### src/design/vfd_pkg.sv
package vfd_pkg;

	localparam int MAX_WIDTH   = 2048;
	localparam int MAX_HEIGHT  = 2048;
	localparam int SAMPLE_BITS = 16;

	localparam int COMP_W = 16;
	localparam int PIX_W  = 4 * COMP_W;
	localparam int ADDR_W = $clog2(MAX_WIDTH);
	localparam int COL_W  = $clog2(MAX_WIDTH + 1);
	localparam int ROW_W  = $clog2(MAX_HEIGHT + 1);
	localparam int POS_W  = 11;

	localparam int MODE_W     = 2;
	localparam int CC_W       = 3;
	localparam int CFG_IDX_W  = 2;
	localparam int CFG_DATA_W = 3;

	localparam int QUEUE_DEPTH = 4;
	localparam int QPTR_W      = $clog2(QUEUE_DEPTH);

	localparam logic [COMP_W-1:0] SAMPLE_MASK = COMP_W'((1 << SAMPLE_BITS) - 1);
	localparam logic [CC_W-1:0]   CC_RESET    = CC_W'(4);
	localparam logic [CC_W-1:0]   CC_FULL     = CC_W'(4);

	localparam logic [CFG_IDX_W-1:0] REG_MODE       = CFG_IDX_W'(0);
	localparam logic [CFG_IDX_W-1:0] REG_COMP_COUNT = CFG_IDX_W'(1);

	typedef enum logic [MODE_W-1:0] {
		MODE_EVEN = 2'd0,
		MODE_ODD  = 2'd1,
		MODE_AVG  = 2'd2,
		MODE_SWAP = 2'd3
	} mode_t;

	// what an accepted pixel turns into
	typedef enum logic [2:0] {
		K_NONE  = 3'd0,
		K_PREV2 = 3'd1,
		K_CUR2  = 3'd2,
		K_MEAN2 = 3'd3,
		K_SWAP1 = 3'd4,
		K_SWAP2 = 3'd5
	} kind_t;

	// one or two output pixels; rows are row-1 then row
	typedef struct packed {
		logic [PIX_W-1:0] pix0;
		logic [PIX_W-1:0] pix1;
		logic [POS_W-1:0] row;
		logic [POS_W-1:0] col;
		logic             two;
	} job_t;

	function automatic logic [PIX_W-1:0] mean_pix(input logic [PIX_W-1:0] x,
			input logic [PIX_W-1:0] y);
		logic [PIX_W-1:0]  r;
		logic [COMP_W:0]   s;
		r = '0;
		for (int k = 0; k < 4; k++) begin
			s = {1'b0, x[k*COMP_W +: COMP_W]} + {1'b0, y[k*COMP_W +: COMP_W]};
			r[k*COMP_W +: COMP_W] = s[COMP_W:1];
		end
		return r;
	endfunction

endpackage

### src/design/vfd_queue.sv
module vfd_queue (
	input  logic          clk,
	input  logic          arst_n,
	input  logic          push,
	input  vfd_pkg::job_t push_job,
	output logic          full,
	input  logic          pop,
	output logic          head_valid,
	output vfd_pkg::job_t head
);
	import vfd_pkg::*;

	job_t              slots [QUEUE_DEPTH];
	logic [QPTR_W-1:0] wr_ptr_q;
	logic [QPTR_W-1:0] rd_ptr_q;
	logic [QPTR_W:0]   count_q;

	assign full       = (count_q == (QPTR_W+1)'(QUEUE_DEPTH));
	assign head_valid = (count_q != '0);
	assign head       = slots[rd_ptr_q];

	always_ff @(posedge clk) begin
		if (push)
			slots[wr_ptr_q] <= push_job;
	end

	always_ff @(posedge clk or negedge arst_n) begin
		if (!arst_n) begin
			wr_ptr_q <= '0;
			rd_ptr_q <= '0;
			count_q  <= '0;
		end else begin
			if (push)
				wr_ptr_q <= wr_ptr_q + 1'b1;
			if (pop)
				rd_ptr_q <= rd_ptr_q + 1'b1;
			if (push && !pop)
				count_q <= count_q + 1'b1;
			else if (pop && !push)
				count_q <= count_q - 1'b1;
		end
	end

endmodule

### config.mk
export PLATFORM = sky130hd
export DESIGN_NAME = vfd_queue
export DESIGN_NICKNAME = d
export VERILOG_FILES = /design/src/design/vfd_pkg.sv /design/src/design/vfd_queue.sv
export SDC_FILE = /design/constraint.sdc
export NUM_CORES = 1
export LEC_CHECK = 0
export BUFFER_PORTS_ARGS = -buffer_cell sky130_fd_sc_hd__buf_4
export CAP_MARGIN = 15
export CORE_MARGIN = 5
export CORE_UTILIZATION = 51
export CTS_CLUSTER_SIZE = 14
export DETAILED_ROUTE_END_ITERATION = 12
export PLACE_DENSITY = 0.75
export SETUP_SLACK_MARGIN = 0.05
export SYNTH_ARGS = -nofsm -noshare
export SYNTH_HDL_FRONTEND = slang
export SYNTH_SLANG_ARGS = --single-unit
### constraint.sdc
create_clock -name clk -period 4.6 [get_ports clk]
set_clock_uncertainty 0.2 [all_clocks]
set_input_delay 0.69 -clock clk [delete_from_list [all_inputs] [get_ports clk]]
set_output_delay 0.69 -clock clk [all_outputs]
set_load 0.01 [all_outputs]
# Word level (Yosys, flattened, before mapping)
# Memory sizes are Yosys's and may differ from the RTL's.
# Index checks and enable logic that the tools add are counted.
# word_totals
reg_bits	7
ramBits	604
inputBits	155
memories	1
# op_classes
n_addsub	4
eq_ne	1
mux	4
n_reduce_logical	6
# mem_list
name	depth	width	read_ports	rd_ports_with_merged_regs	write_ports	line	text
slots	4	151	1	0	1	vfd_queue.sv:13	job_t slots [QUEUE_DEPTH];
# ops
op	n
2-to-1 mux 3 bit	2
adder 2 x 1 -> 2 bit (second input constant)	2
adder 3 x 1 -> 3 bit (second input constant)	1
equality test 3 bit (second input constant)	1
nonzero test 3 bit	1
subtractor 3 x 1 -> 3 bit (second input constant)	1
logical AND 1 bit	2
logical NOT 1 bit	2
2-to-1 mux 1 bit	2
nonzero test 2 bit	1

# Longest topological paths before layout
# depth
ltp_word	4
mapped_depth	7
ltp_nobuf	7

# Least setup slack after synthesis
# No wires, ideal clock.
# synth_path
path_kind	input -> register
from	input port push
to	memory slots[1][0] (netlist bit) (enable)
setup_ns	0.528
arrival_ns	4.136
t_required_ns	3.872
slack_ns	-0.264
stages	1
cell_sequence	and2_1
# synth_between
elab_chain_len	2
# synth_rtl
item	line	text
start: declaration	vfd_queue.sv:4	input logic push,
2-to-1 mux 1 bit	vfd_queue.sv:23	if (push)
2-to-1 mux 1 bit (not written as such)	vfd_queue.sv:24	slots[wr_ptr_q] <= push_job;
end: declaration	vfd_queue.sv:13	
# No other way between the ends.

==> run metrics <==
CP required=3.71 ns; Int Pwr=12.64 mW; gr usage total=0.1758; largest net degree at the start of global routing=84; setup TNS=0 ns; drt total wl=42010 um; CTS H-tree lvls=2; switching share of power=0.2764; DR vias/cell=5.471; Final Hold Vio Count=0; Setup Buffers After CTS=0; die width=218.4 um; Starting Density=0.5154; area share of the largest cell type after synthesis=0.8188; Cells after Synth=823; Layout Nets=1334; final setup vio count=0; I/O pin total=308; die area=0.04770 mm2; most used cell, CP=buf_4; Max Fclk=274.7 MHz; Core Region=0.04298 mm2; CP Launch Type=flip-flop; worst vdd ir=0.0004736 V; Slew @ Worst Pin=0.8558 ns; outcome=complete, no violations; initial antenna violation count=3; post-CTS sizing=0; CP max stage cell=dfrtp_4; vias in the first global route=10.42k; CTS Hold Bufs=1; net switching power=4.828 mW; synthesized flop and latch total=611; crit-path max FO=38; Worst setup EP type=output pin; syn_nets=984; Yosys warning total=0; sequential element share of the synthesized area=0.8267; Clk pwr share=0.260; Tcrit/Tclk final=0.7915; Seq pwr share=0.440; Reg clk slew, reported paths=0.06 ns; cell taking the most area after synthesis=edfxtp_1; RSZ-0062 raised after global routing=no; Synth-to-Final Area Change=22.37%; CTS tree=built; main area contributors after synthesis=edfxtp_1 (82%), mux4_2 (15%), dfrtp_1 (0.79%), buf_6 (0.46%), buf_2 (0.41%); # port buffers=307; Num CTS Buffers=58; gp weighted congestion=0.7313; Max clock buf depth=3; post-synth cell types=19; Root Driver=clkbuf_16; Place WS=1.479 ns; post-DP HPWL=25240 um; max_slew headroom=0.4295; DRT iter0 DRCs=656; drt wl/cell=23.30 um; Slew Viols, Final=0; clk sink count=611; CP cell instances=buf_4 -> mux4_2 -> buf_4; n_diodes=0; clk_lat worst skew=0.58 ns; DRT antenna net count=0; Mapped Area=0.02215 mm2; Avg Inst Size Synth=26.92 um2; Rows=76; setup ws final=0.9592 ns; HP Class=in -> reg; WS Path Type=reg -> out; first drt pass iteration count=5; Leak=9.210 nW; PD cells=644.5 mW/mm2; DRC=0; first-pass GRT wire length=63340 um; Tmin final=3.641 ns; Comb pwr share=0.300; gr ovfl total=0; R2R setup slack=2.23 ns; Worst path max stage delay=0.99 ns; crit path DAT=2.75 ns; die height=218.4 um; layout cells sized above 1=0.4581; total of max-cap violations=0; vias=9865
[flip-flops by register name (all words and copies together) (netlist names)]
register / count
count_q: 3
rd_ptr_q: 2
slots: 604
wr_ptr_q: 2
[through the flow]
stage | hold WS (ns) | utilization | total power, mW | area, um2 | std cells
finish | 0.08862 | 0.6306 | 17.47 | 27110 | 1803
global route | 0.06096 | 0.6306 | 18.31 | 27110 | 1803
CTS | 0.04317 | 0.6306 | 17.78 | 27110 | 1803
detailed placement | 0.2768 | 0.5876 | 13.20 | 25250 | 1697
global placement | 0.2678 | 0.5876 | 13.12 | 25250 | 1697
floorplan | 0.1944 | - | 10.75 | 22160 | 823
[cell usage in the layout, fill, tap and decap left out]
cell type	synthesis	final
bufinv_16	0	5
clkinv_2	0	9
o21ai_0	1	1
xor2_1	4	4
or3_1	1	1
mux4_2	151	151
clkinvlp_4	0	2
buf_4	1	311
nor2_1	1	1
nand2_1	2	2
ha_1	5	5
dfrtp_4	0	2
inv_1	4	4
mux2_2	1	1
dfrtp_1	7	5
and2_4	0	4
buf_12	0	12
clkinv_1	0	20
clkbuf_16	0	61
fa_1	1	1
xnor2_1	2	2
edfxtp_1	604	604
nor3b_1	1	1
dlygate4sd3_1	0	1
clkbuf_1	6	8
[cells by family (layout without fill, tap and decap cells)]
logic type / count (synthesis) / count (layout) / share of synthesized area
AO/OA/AOI/OAI: 1 / 1 / 0.0002257
buffers and inverters: 38 / 433 / 0.01068
XOR/XNOR: 6 / 6 / 0.002372
adder cells (fa/ha/maj): 6 / 6 / 0.003728
multiplexers: 152 / 152 / 0.1540
flip-flops: 611 / 611 / 0.8267
AND/OR/NAND/NOR: 9 / 9 / 0.002259
[worst max-delay path, delay by kind of cell, from the launching register on]
family	cells	cell delay, ns
flops	1	0.99
buf+inv	2	0.58
mux	1	0.57
[worst paths after layout]
kind                                      to  depth (start not counted)        start
min in group asynchronous         count_q[2]                          2       arst_n
worst min register to register    count_q[2]                          1   count_q[2]
worst max register to register  slots[0][96]                          4  wr_ptr_q[0]
worst max-delay path               head[129]                          3  rd_ptr_q[0]
worst min-delay path             rd_ptr_q[0]                          2          pop
max in group asynchronous        rd_ptr_q[1]                          2       arst_n
[cell usage after synthesis, drive strengths merged]
master  number
xnor2        2
nand2        2
and2         4
nor2         1
ha           5
inv          4
or3          1
buf         28
mux4       151
edfxtp     604
dfrtp        7
o21ai        1
xor2         4
nor3b        1
clkbuf       6
fa           1
mux2         1
[power by group through the flow]
stage	Sequential, mW	Clock, mW	Combinational [mW]
6_report	7.69	4.55	5.24
5_1_grt	7.79	4.91	5.61
4_1_cts	7.72	4.67	5.39
3_5_place_dp	7.83	0	5.37
3_3_place_gp	7.75	0	5.36
2_1_floorplan	7.59	0	3.16
[layer usage]
metal  vias to the layer above  track usage  wire length [um]  part of all wire
met4                         6      0.05192               944             0.022
met2                       328       0.2795             20800              0.50
met1                      5191       0.2394             16560              0.39
met3                        72      0.05430              3677             0.088
met5                         -            0                28           0.00067
li1                       4268            -                 -                 -
[final cells by class]
| cell class | instances | area (um2) |
|---|---|---|
| clock buffers | 69 | 1556 |
| clock inverters | 36 | 285.3 |
| fillers | 2870 | 15880 |
| inverters | 4 | 15.01 |
| multi-input cells | 174 | 3612 |
| flip-flops and latches | 611 | 18320 |
| well taps | 585 | 732.0 |
| repair buffers | 324 | 2585 |
Power figures use the tool's default switching activity.
