## src/design/vfd_pkg.sv

```systemverilog
package vfd_pkg;

	localparam int MAX_WIDTH   = 2048;
	localparam int MAX_HEIGHT  = 2048;
	localparam int SAMPLE_BITS = 16;

	localparam int COMP_W = 16;
	localparam int PIX_W  = 4 * COMP_W;
	localparam int ADDR_W = $clog2(MAX_WIDTH);
	localparam int COL_W  = $clog2(MAX_WIDTH + 1);
	localparam int ROW_W  = $clog2(MAX_HEIGHT + 1);
	localparam int POS_W  = 11;

	localparam int MODE_W     = 2;
	localparam int CC_W       = 3;
	localparam int CFG_IDX_W  = 2;
	localparam int CFG_DATA_W = 3;

	localparam int QUEUE_DEPTH = 4;
	localparam int QPTR_W      = $clog2(QUEUE_DEPTH);

	localparam logic [COMP_W-1:0] SAMPLE_MASK = COMP_W'((1 << SAMPLE_BITS) - 1);
	localparam logic [CC_W-1:0]   CC_RESET    = CC_W'(4);
	localparam logic [CC_W-1:0]   CC_FULL     = CC_W'(4);

	localparam logic [CFG_IDX_W-1:0] REG_MODE       = CFG_IDX_W'(0);
	localparam logic [CFG_IDX_W-1:0] REG_COMP_COUNT = CFG_IDX_W'(1);

	typedef enum logic [MODE_W-1:0] {
		MODE_EVEN = 2'd0,
		MODE_ODD  = 2'd1,
		MODE_AVG  = 2'd2,
		MODE_SWAP = 2'd3
	} mode_t;

	// what an accepted pixel turns into
	typedef enum logic [2:0] {
		K_NONE  = 3'd0,
		K_PREV2 = 3'd1,
		K_CUR2  = 3'd2,
		K_MEAN2 = 3'd3,
		K_SWAP1 = 3'd4,
		K_SWAP2 = 3'd5
	} kind_t;

	// one or two output pixels; rows are row-1 then row
	typedef struct packed {
		logic [PIX_W-1:0] pix0;
		logic [PIX_W-1:0] pix1;
		logic [POS_W-1:0] row;
		logic [POS_W-1:0] col;
		logic             two;
	} job_t;

	function automatic logic [PIX_W-1:0] mean_pix(input logic [PIX_W-1:0] x,
			input logic [PIX_W-1:0] y);
		logic [PIX_W-1:0]  r;
		logic [COMP_W:0]   s;
		r = '0;
		for (int k = 0; k < 4; k++) begin
			s = {1'b0, x[k*COMP_W +: COMP_W]} + {1'b0, y[k*COMP_W +: COMP_W]};
			r[k*COMP_W +: COMP_W] = s[COMP_W:1];
		end
		return r;
	endfunction

endpackage

```

## src/design/vfd_back.sv

```systemverilog
module vfd_back (
	input  logic                       clk,
	input  logic                       arst_n,
	input  logic                       head_valid,
	input  vfd_pkg::job_t              head,
	output logic                       pop,
	output logic                       out_valid,
	input  logic                       out_stall,
	output logic [vfd_pkg::COMP_W-1:0] res_a,
	output logic [vfd_pkg::COMP_W-1:0] res_b,
	output logic [vfd_pkg::COMP_W-1:0] res_c,
	output logic [vfd_pkg::COMP_W-1:0] res_d,
	output logic [vfd_pkg::POS_W-1:0]  out_row,
	output logic [vfd_pkg::POS_W-1:0]  out_col,
	output logic                       run_last
);
	import vfd_pkg::*;

	logic             phase_q;
	logic             out_vld_q;
	logic [PIX_W-1:0] pix_q;
	logic [POS_W-1:0] row_q;
	logic [POS_W-1:0] col_q;
	logic             last_q;

	logic             load;
	logic             last;

	assign load = head_valid && (!out_vld_q || !out_stall);
	assign last = !head.two || phase_q;
	assign pop  = load && last;

	always_ff @(posedge clk) begin
		if (load) begin
			pix_q  <= phase_q ? head.pix1 : head.pix0;
			row_q  <= phase_q ? head.row : head.row - 1'b1;
			col_q  <= head.col;
			last_q <= last;
		end
	end

	always_ff @(posedge clk or negedge arst_n) begin
		if (!arst_n) begin
			phase_q   <= 1'b0;
			out_vld_q <= 1'b0;
		end else begin
			if (load)
				phase_q <= !last;
			if (load)
				out_vld_q <= 1'b1;
			else if (!out_stall)
				out_vld_q <= 1'b0;
		end
	end

	assign out_valid = out_vld_q;
	assign res_a     = pix_q[0*COMP_W +: COMP_W];
	assign res_b     = pix_q[1*COMP_W +: COMP_W];
	assign res_c     = pix_q[2*COMP_W +: COMP_W];
	assign res_d     = pix_q[3*COMP_W +: COMP_W];
	assign out_row   = row_q;
	assign out_col   = col_q;
	assign run_last  = last_q;

endmodule

```

## config.mk

```make
export PLATFORM = sky130hd
export DESIGN_NAME = vfd_back
export DESIGN_NICKNAME = d
export VERILOG_FILES = /design/src/design/vfd_pkg.sv /design/src/design/vfd_back.sv
export SDC_FILE = /design/constraint.sdc
export NUM_CORES = 1
export LEC_CHECK = 0
export BUFFER_PORTS_ARGS = -buffer_cell sky130_fd_sc_hd__buf_4
export CORE_UTILIZATION = 40
export DETAILED_ROUTE_END_ITERATION = 6
export PLACE_DENSITY = 0.83
export SYNTH_ARGS = -nofsm -noshare
export SYNTH_HDL_FRONTEND = slang
export SYNTH_SLANG_ARGS = --single-unit
```

## constraint.sdc

```tcl
create_clock -name clk -period 15 [get_ports clk]
set_input_delay 2.25 -clock clk [delete_from_list [all_inputs] [get_ports clk]]
set_output_delay 2.25 -clock clk [all_outputs]
set_load 0.02 [all_outputs]
```

# Word-level counts from Yosys, hierarchy flattened
# Index checks and enable logic that the tools add are counted.
[word_totals]
ff_bits = 89
in_bits = 155
word_cells = 20
[classes]
n_addsub = 1
n_eq_ne = 1
n_mux = 4
n_reduce_logical = 8
[op_table]
columns = ["operator", "n"]
rows = [
  ["64-bit 2-to-1 mux", 1],
  ["11-bit 2-to-1 mux", 1],
  ["11-bit by 1-bit subtractor with 11-bit output, second input constant", 1],
  ["1-bit logical NOT", 4],
  ["1-bit logical AND", 2],
  ["1-bit logical OR", 2],
  ["1-bit 2-to-1 mux", 2],
  ["2-bit by 1-bit inequality test with 1-bit output, second input constant", 1],
]

# Logic depth before layout (Yosys ltp)
[depth]
depth_word = 4
mapped_depth = 5
ltp_nobuf = 5

# Worst setup path before layout
# Ideal clock, no wire load.
[synth_timing]
path_type = "in2out"
startpoint = "in head_valid"
endpoint = "out pop"
arrival_time_ps = 9454
required_time_ps = 12750
setup_slack_ps = 3296
cell_stages = 2
n_path_buf = 0
cell_sequence = "a21boi_0 > and2_1"
[synth_via]
elab_chain_len = 2
[synth_rtl]
columns = ["element", "line_no", "rtl"]
rows = [
  ["start, declared", "vfd_back.sv:4", "input logic head_valid,"],
  ["1-bit logical AND", "vfd_back.sv:29", "assign load = head_valid && (!out_vld_q || !out_stall);"],
  ["1-bit logical AND", "vfd_back.sv:31", "assign pop = load && last;"],
  ["end, declared", "vfd_back.sv:6", "output logic pop,"],
]
# No other way between the ends.

# Final worst setup path
[layout_timing]
startpoint = "in head_valid"
endpoint = "out pop"
[layout_via]
elab_chain_len = 2
[layout_rtl]
columns = ["element", "line_no", "rtl"]
rows = [
  ["1-bit logical AND", "vfd_back.sv:29", ""],
  ["net load", "vfd_back.sv:26", "logic load;"],
  ["1-bit logical AND", "vfd_back.sv:31", ""],
]
# The timed path passes the listed nets, and every way through them passes these cells.

==> metrics <==
outcome finished, violations left; violated checks design-rule violations; die footprint 0.00956 mm2; max_cap viols 0; yosys synthesis warning count 0; Pins Over Slew Limit 0; Post-DP HPWL 6820 um; Netlist cell types 21; DR vias/cell 4.74; largest family of logic cells by synthesized area multiplexers; Async S/R FF share, synth 2.25%; site row count 34; ANT nets after route 0; share of the synthesized area in the top cell type 71.2%; total power draw 0.627 mW; final core occ 65.8%; TritonCTS buffer count 9; Post-Syn Instances 194; layout net count 598; die height 97.8 um; total routed wirelength 9050 um; number of global-route vias before repair 2765; Clock Path Buffers 2; WL per Instance 16.3 um; hold crit path type flip-flop to flip-flop; clk slew on worst S/H paths 70 ps; sequential share of the synthesized area 72.5%; slowest stage delay, CP 150 ps; Root Buffer Master clkbuf_8; H-tree depth 3; most frequent cell after synthesis edfxtp_1; TritonCTS Sinks 89; Inserted Diodes 0; antenna violations before repair 0; Required @ worst endpoint 12750 ps; slew of the pin with the lowest slew margin 1120 ps; Layout area overhead 57.9%; Worst-Skew Late Latency 340 ps; Die Wd 97.8 um; crit-path cells buf_4 -> a21boi_4 -> and2_1 -> buf_4; f_max 198 MHz; worst vdd ir 0.0000446 V; final hold slack 569 ps; Mapped Area 0.00367 mm2; final hold vios 0; Initial DRT Pass Iterations 6; Global Route Usage Sum 19.0%; CTS tree built; Setup violations, final 0; gr ovfl total 0; final RePlAce weighted congestion 0.716; initial core utilization 41.7%; Synth top cells by count edfxtp_1 (87), mux2_2 (64), xnor2_1 (8); Top FF cell, synth edfxtp_1; # hold bufs at CTS 0; Setup crit end kind output port; WS Path Type input port to output port; Synth Register Bits 89; first-pass GRT wire length 13800 um; unrepaired setup endpoints after global routing no; Setup Skew 12.0 ps; EDFF count, synth 87; XOR/XNOR Fraction of Synth Area 2.39%; port bufs 243; Syn Area/Cell 18.9 um2; critical path's slowest cell and2_1; top cells by area, synth edfxtp_1 (71%), mux2_2 (20%), xnor2_1 (1.9%), dfrtp_1 (1.4%), buf_2 (0.95%); Synthesized Nets 350; post-synthesis mux area share 20.2%; final period utilization 33.6%; cell mode on critical path buf_4; setup TNS 0 ps; core area 0.00881 mm2; Adder-Cell Fraction of Synth Area 0.341%; min cycle time layout 5040 ps; Setup Buffers After CTS 0; layout cells sized above 1 73.2%; largest area contributor in the netlist edfxtp_1; Worst Path Max Fanout 2; Initial DRC Count 92; slew margin rel. 25.6%; via count 2631; Post-Synth Simple-Gate Area 2.76%; DRC errors left 36; compound-cell area share of the yosys netlist 0.409%; CTS resizes 0; Lkg Pwr 2.46 nW; CP arrival 2790 ps; Filler cells 658; CP Launch Type input port; pin count of the biggest net entering global routing 89; IO Pins 244; Pwr per Cell Area 108 mW/mm2
-- state kept, by name, summed over array words and instances, names as in the netlist --
signal	count
pix_q	64
out_col	11
out_row	11
out_valid	1
phase_q	1
run_last	1
-- worst max-delay path, delay by kind of cell --
kind / cells / cell delay (ps)
buffers and inverters: 2 / 260
and+or+nand+nor: 1 / 150
AOI/OAI and AO/OA: 1 / 130
-- per-layer routing --
metal | routed length (um) | track usage [%] | up-vias | part of all wire [%]
li1 | - | - | 1242 | -
met1 | 3200 | 20.5 | 1239 | 35
met2 | 4950 | 35.1 | 135 | 55
met3 | 728 | 5.15 | 15 | 8.0
met4 | 169 | 7.81 | 0 | 1.9
met5 | 0 | 0 | - | 0
-- per-stage QoR --
step / instances / setup WS, ps / area (um2)
floorplan: 194 / 3300 / 3670
global placement: 539 / 9950 / 5620
detailed placement: 539 / 9950 / 5620
CTS: 555 / 9950 / 5800
global route: 555 / 9900 / 5800
finish: 555 / 9960 / 5800
-- cell families (layout without fill, tap and decap cells) --
kind of cell | count (synthesis) | after routing
xor gates and xnor gates | 10 | 10
buffers and inverters | 11 | 264
muxes | 66 | 66
and+or+nand+nor | 15 | 15
adders and majority gates | 1 | 1
AOI/OAI and AO/OA | 2 | 2
DFF | 89 | 89
-- area by class of cell --
type | count | area, um2 | area share [%]
clock inverters | 4 | 45.0 | 0.777
multi-input cells | 94 | 968 | 16.7
clock buffers | 12 | 135 | 2.33
repair buffers | 245 | 1840 | 31.7
inverters | 3 | 11.3 | 0.194
flip-flops and latches | 89 | 2660 | 45.9
well taps | 108 | 135 | 2.33
-- report_power, final --
part / internal, mW / switching [mW] / leakage (nW)
logic: 0.0869 / 0.0745 / 1.52
registers: 0.305 / 0.00621 / 0.850
clock network: 0.0766 / 0.0782 / 0.0941
total: 0.468 / 0.159 / 2.46
-- worst paths after layout --
| path | slack, ps | to | startpoint | cells past startpoint |
|---|---|---|---|---|
| min in group asynchronous | 1680 | phase_q$_DFFE_PN0P_ | arst_n | 1 |
| setup / recovery | 9960 | pop | head_valid | 4 |
| hold / removal | 570 | out_valid$_DFFE_PN0P_ | out_valid$_DFFE_PN0P_ | 1 |
| hold reg to reg | 570 | out_valid$_DFFE_PN0P_ | out_valid$_DFFE_PN0P_ | 1 |
| max in group asynchronous | 13220 | out_valid$_DFFE_PN0P_ | arst_n | 1 |
| setup reg to reg | 13080 | out_row[6]$_DFFE_PP_ | phase_q$_DFFE_PN0P_ | 4 |
-- placed cells by master, fill, tap and decap left out, types with 3 or more instances in the layout --
master,synthesis,layout
buf_4,0,245
clkbuf_1,0,3
clkbuf_8,0,9
clkinv_2,0,3
edfxtp_1,87,87
inv_1,3,3
mux2_2,64,64
nand2_1,3,3
xnor2_1,8,8
No activity file was read; power rests on OpenSTA's default activity.
